## src/rtl/tim8_pkg.sv

```systemverilog
`timescale 1ns / 1ps

package tim8_pkg;

    // Tile geometry is fixed by the packed store layout.
    localparam int TILE_SIDE = 8;

    localparam int DEF_MAX_ROWS  = 64;
    localparam int DEF_MAX_DEPTH = 64;
    localparam int DEF_MAX_COLS  = 64;

    localparam int OFFSET_W = 12;
    localparam int VALUE_W  = 32;
    localparam int ELEM_W   = 8;
    localparam int PROD_W   = 2 * ELEM_W;
    localparam int CFG_IDX_W  = 4;
    localparam int CFG_DATA_W = 32;

    typedef enum logic [2:0] {
        KIND_WRITE_A = 3'd0,
        KIND_WRITE_B = 3'd1,
        KIND_WRITE_C = 3'd2,
        KIND_COMPUTE = 3'd3,
        KIND_READ_C  = 3'd4,
        KIND_CLEAR_C = 3'd5
    } kind_t;

    typedef enum logic [CFG_IDX_W-1:0] {
        CFG_ROW_TILE_PAIRS     = 4'd0,
        CFG_DEPTH_TILES        = 4'd1,
        CFG_COL_TILE_PAIRS     = 4'd2,
        CFG_B_TILES_TRANSPOSED = 4'd3
    } cfg_index_t;

    typedef struct packed {
        logic [2:0]                kind;
        logic [OFFSET_W-1:0]       offset;
        logic signed [VALUE_W-1:0] operand_value;
    } in_item_t;

    typedef struct packed {
        logic [OFFSET_W-1:0]       read_offset;
        logic signed [VALUE_W-1:0] read_value;
    } out_item_t;

    // Control from the sequencer to the multiply-accumulate unit.
    typedef struct packed {
        logic operand_valid;
        logic acc_load;
    } mac_ctrl_t;

endpackage

```

## src/rtl/tim8_mac_unit.sv

```systemverilog
`timescale 1ns / 1ps

module tim8_mac_unit import tim8_pkg::*; (
    input  logic                     aclk,
    input  logic                     aresetn,
    input  mac_ctrl_t                ctrl,
    input  logic signed [ELEM_W-1:0] a_elem,
    input  logic signed [ELEM_W-1:0] b_elem,
    input  logic [VALUE_W-1:0]       acc_init,
    output logic [VALUE_W-1:0]       acc,
    output logic                     busy
);

    logic signed [PROD_W-1:0] prod_reg;
    logic signed [PROD_W-1:0] prod_next;
    logic                     prod_v_reg;
    logic [VALUE_W-1:0]       acc_reg;
    logic [VALUE_W-1:0]       acc_next;

    assign prod_next = a_elem * b_elem;

    // The accumulator wraps at 32 bits; products are sign-extended.
    always_comb begin
        acc_next = acc_reg;
        if (ctrl.acc_load) begin
            acc_next = acc_init;
        end else if (prod_v_reg) begin
            acc_next = acc_reg + {{(VALUE_W-PROD_W){prod_reg[PROD_W-1]}}, prod_reg};
        end
    end

    always_ff @(posedge aclk) begin
        if (!aresetn) begin
            prod_v_reg <= 1'b0;
        end else begin
            prod_v_reg <= ctrl.operand_valid;
        end
        prod_reg <= prod_next;
        acc_reg  <= acc_next;
    end

    assign acc  = acc_reg;
    assign busy = prod_v_reg;

endmodule

```

## config.mk

```make
export PLATFORM = sky130hd
export DESIGN_NAME = tim8_mac_unit
export DESIGN_NICKNAME = d
export VERILOG_FILES = /design/src/rtl/tim8_pkg.sv /design/src/rtl/tim8_mac_unit.sv
export SDC_FILE = /design/constraint.sdc
export NUM_CORES = 1
export LEC_CHECK = 0
export ABC_CLOCK_PERIOD_IN_PS = 7600
export BUFFER_PORTS_ARGS = -buffer_cell sky130_fd_sc_hd__buf_2
export CORE_UTILIZATION = 25
export CTS_BUF_LIST = sky130_fd_sc_hd__clkbuf_4 sky130_fd_sc_hd__clkbuf_8 sky130_fd_sc_hd__clkbuf_16
export CTS_CLUSTER_DIAMETER = 40
export DETAILED_ROUTE_END_ITERATION = 7
export REMOVE_ABC_BUFFERS = 1
export SLEW_MARGIN = 10
export SYNTH_ARGS = -nofsm -noshare
export SYNTH_HDL_FRONTEND = slang
export SYNTH_SLANG_ARGS = --single-unit
export TNS_END_PERCENT = 10
```

## constraint.sdc

```tcl
create_clock -name aclk -period 7.6 [get_ports aclk]
set_input_delay 1.52 -clock aclk [delete_from_list [all_inputs] [get_ports aclk]]
set_output_delay 1.52 -clock aclk [all_outputs]
set_load 0.01 [all_outputs]
```

==> results.yml <==
layout:
  share_of_cells_above_drive_strength_1: 0.150
  synthToLayoutAreaGrowth_pct: 15.9
  final_util: 0.298
  layoutNonFillerInstCount: 1061
  final_cell_area_um2: 6840
  largest_register_ff_count: 32
  final_nets: 914
global_routing:
  global_route.peak_usage_layer: "met2"
  via_count_of_the_first_global_routing_pass: 4813
  overflow: 0
  grt.total_usage: 0.123
  grt_max_degree: 58
  met2_usage_grt: 0.218
  grt_antenna_before_repair: 2
  grt_pass1_wl_um: 23700
  gr-usage-met1: 0.156
  global_route.usage.met3: 0.0192
cts:
  worstSkewPairLatency_ns: 0.30
  clock-sinks: 49
  clockRootBuffer: "sky130_fd_sc_hd__clkbuf_16"
  cts-htree-levels: 2
  ctsHoldBuffers: 0
  cts_resized: 0
  clock_tree.buffer_depth: 2
  tritoncts: "done"
  cts-buffers-inserted: 5
  postCtsSetupRepairBufs: 0
  clkTransAtPathRegs_ns: 0.07
sta:
  period_needed_ns: 5.30
  rsz0062_at_grt: "no"
  hold_slack_ns: 0.662
  report.final.hold_viol_count: 0
  final_min_period_over_clock_period: 0.697
  fmax_mhz: 189
  timing_worst_slew_pin_value_ns: 0.848
  post-route-worst-setup-slack_ns: 2.30
  timing.setup.tns_ns: 0
  fin_worst_skew_ns: 0.00385
  setup_viol: 0
  drv_slew: 0
  max_slew_margin: 0.435
outcome:
  outcome: "complete, no violations"
route:
  route.antenna.remaining_nets: 0
  wl_per_cell_um: 13.5
  drt_pre_antenna_iters: 4
  post_drt_via_cell_ratio: 4.41
  drt-total-wl_um: 14300
  number_of_drc_violations_after_detailed_routing_iteration_0: 183
  drcViolationCount: 0
  via_count: 4681
logic_synthesis:
  synth-async-reset-ratio: 0
  post_synth_mux_area_share: 0.0144
  yosys_warnings: 0
  synth_flop_cell: "sky130_fd_sc_hd__edfxtp_1"
  number_of_synthesized_flops_with_an_enable_pin: 32
  synthCells: 667
  synth_cell_count_leaders: "96 x sky130_fd_sc_hd__inv_1, 82 x sky130_fd_sc_hd__nand2_1, 60 x sky130_fd_sc_hd__ha_1"
  synth_largest_type_area_fraction: 0.190
  synth_xor_area_frac: 0.0564
  synth.lib_cells_used.distinct: 55
  synth_most_common_cell: "sky130_fd_sc_hd__inv_1"
  synth_area_um2: 5900
  largest_family_of_logic_cells_by_synthesized_area: "adder cells"
  simple_gate_share_of_the_synthesized_area: 0.180
  yosys-top-cells-area: "sky130_fd_sc_hd__fa_1 19%, sky130_fd_sc_hd__edfxtp_1 16%, sky130_fd_sc_hd__ha_1 13%"
  synth_top_area_cell: "sky130_fd_sc_hd__fa_1"
  seq_area_frac_synth: 0.221
  post_synth_fa_ha_maj_area_fraction: 0.317
  syn-mean-instance-area_um2: 8.84
  synth_seq_cells: 49
  synth_compound_gate_area_share: 0.141
power:
  p_total_mw: 3.11
  cell_pwr_density_nw_per_um2: 455
  irDropWorstVdd_mv: 0.154
  p_leak_nw: 3.17
floorplan:
  boundaryPins: 85
  die_height_um: 156
  die_x_um: 156
  number_of_placement_rows: 55
  core_area_um2: 22900
  design.die.area_um2: 24200
  effective_utilization_at_floorplan: 0.257
hold_path:
  hold_class: "reg2reg"
setup_path:
  crit_type: "in2reg"
  max_stage_delay_ns: 0.53
  critPathCaptureType: "flip-flop"
  timing.critical_path.arrival_ns: 5.48
  critical_path_maximum_fanout: 8
  critical_path.slowest_cell: "sky130_fd_sc_hd__fa_1"
  timing.critical_path.required_ns: 7.78
  path_buf_inv: 5
  cp-start-kind: "primary input"
  critical-path-top-delay-family: "adder cells"
  crit_path_cell_trace: "buf_2 -> and2_1 -> fa_1 -> inv_1 -> fa_1 -> inv_1 -> fa_1 -> inv_1 -> fa_1 -> inv_1 -> ha_1 -> o21ai_0 -> a21boi_0 -> o21ai_0 -> a21oi_1 -> o21ai_0 -> mux2i_1 -> nand2_1"
placement:
  post-place-ws_ns: 1.95
  post-dp-hpwl_um: 11900
  place_congestion: 0.859
  post_dp_cell_area_um2: 6670
  numPortBuffers: 84
  dp_cells: 1052
run:
  max_cap_viol_count: 0
==> cell usage in the layout (no fill, tap or decap), types with 3 or more instances in the layout <==
cell and instances:
sky130_fd_sc_hd__clkbuf_16 6, sky130_fd_sc_hd__o21ai_1 3, sky130_fd_sc_hd__xor2_1 11, sky130_fd_sc_hd__a21o_1 13
sky130_fd_sc_hd__and3_1 3, sky130_fd_sc_hd__xnor2_1 27, sky130_fd_sc_hd__nor3_1 10, sky130_fd_sc_hd__nor4_1 3
sky130_fd_sc_hd__nand2b_1 9, sky130_fd_sc_hd__inv_1 96, sky130_fd_sc_hd__o21ai_0 41, sky130_fd_sc_hd__nand4_1 7
sky130_fd_sc_hd__fa_1 56, sky130_fd_sc_hd__buf_2 84, sky130_fd_sc_hd__a31oi_1 7, sky130_fd_sc_hd__edfxtp_1 32
sky130_fd_sc_hd__mux2_2 4, sky130_fd_sc_hd__o21a_1 7, sky130_fd_sc_hd__o22ai_1 3, sky130_fd_sc_hd__ha_1 60
sky130_fd_sc_hd__a211oi_1 4, sky130_fd_sc_hd__and2_1 39, sky130_fd_sc_hd__nand3_1 10, sky130_fd_sc_hd__nor2b_1 9
sky130_fd_sc_hd__nor2_1 33, sky130_fd_sc_hd__a21oi_1 32, sky130_fd_sc_hd__mux2i_1 4, sky130_fd_sc_hd__nand2_1 82
sky130_fd_sc_hd__dfxtp_1 17
==> area by class of cell <==
type,instances,area (um^2)
clock buffers,7,164
well taps,313,392
repair buffers,85,428
multi-input cells,509,4190
flip-flops and latches,49,1300
inverters,96,360
fillers,2438,16100
clock inverters,1,6.26
diodes,1,2.50
==> final timing paths <==
check,startpoint,endpoint,slack [ns],depth (start not counted)
setup / recovery,a_elem[3],prod_reg[14],2.30,18
hold reg to reg,prod_reg[0],acc[0],0.66,2
hold / removal,prod_reg[0],acc[0],0.66,2
setup reg to reg,prod_reg[15],acc[25],4.32,9
==> power by group <==
part           switching [mW]  internal, mW  total, mW  leakage (nW)
Sequential             0.0897         0.461      0.550         0.466
Clock                   0.104         0.151      0.256        0.0856
Combinational            1.31         0.997       2.30          2.62
==> worst register-to-register path, cell delays in order, from the launching register on <==
cell and delay (ns):
sky130_fd_sc_hd__dfxtp_1 0.82, sky130_fd_sc_hd__ha_1 0.44, sky130_fd_sc_hd__a21o_1 0.26, sky130_fd_sc_hd__a31oi_1 0.25
sky130_fd_sc_hd__nand2_1 0.09, sky130_fd_sc_hd__nor4_1 0.38, sky130_fd_sc_hd__nor4_1 0.18, sky130_fd_sc_hd__o21ai_0 0.33
sky130_fd_sc_hd__mux2i_1 0.22, sky130_fd_sc_hd__nor2_1 0.07
==> cells by family after synthesis <==
| family | count (synthesis) |
|---|---|
| xor+xnor | 38 |
| fa+ha+maj | 116 |
| buf+inv | 109 |
| mux | 8 |
| flops | 49 |
| simple gates | 217 |
| compound gates | 130 |
==> layer usage <==
metal / share of wire / vias to the layer above
met2: 0.48 / 89
met4: 0.011 / 2
met3: 0.046 / 14
met1: 0.46 / 2181
li1: - / 2395
met5: 0.0012 / -
No activity file was read; power rests on OpenSTA's default activity.
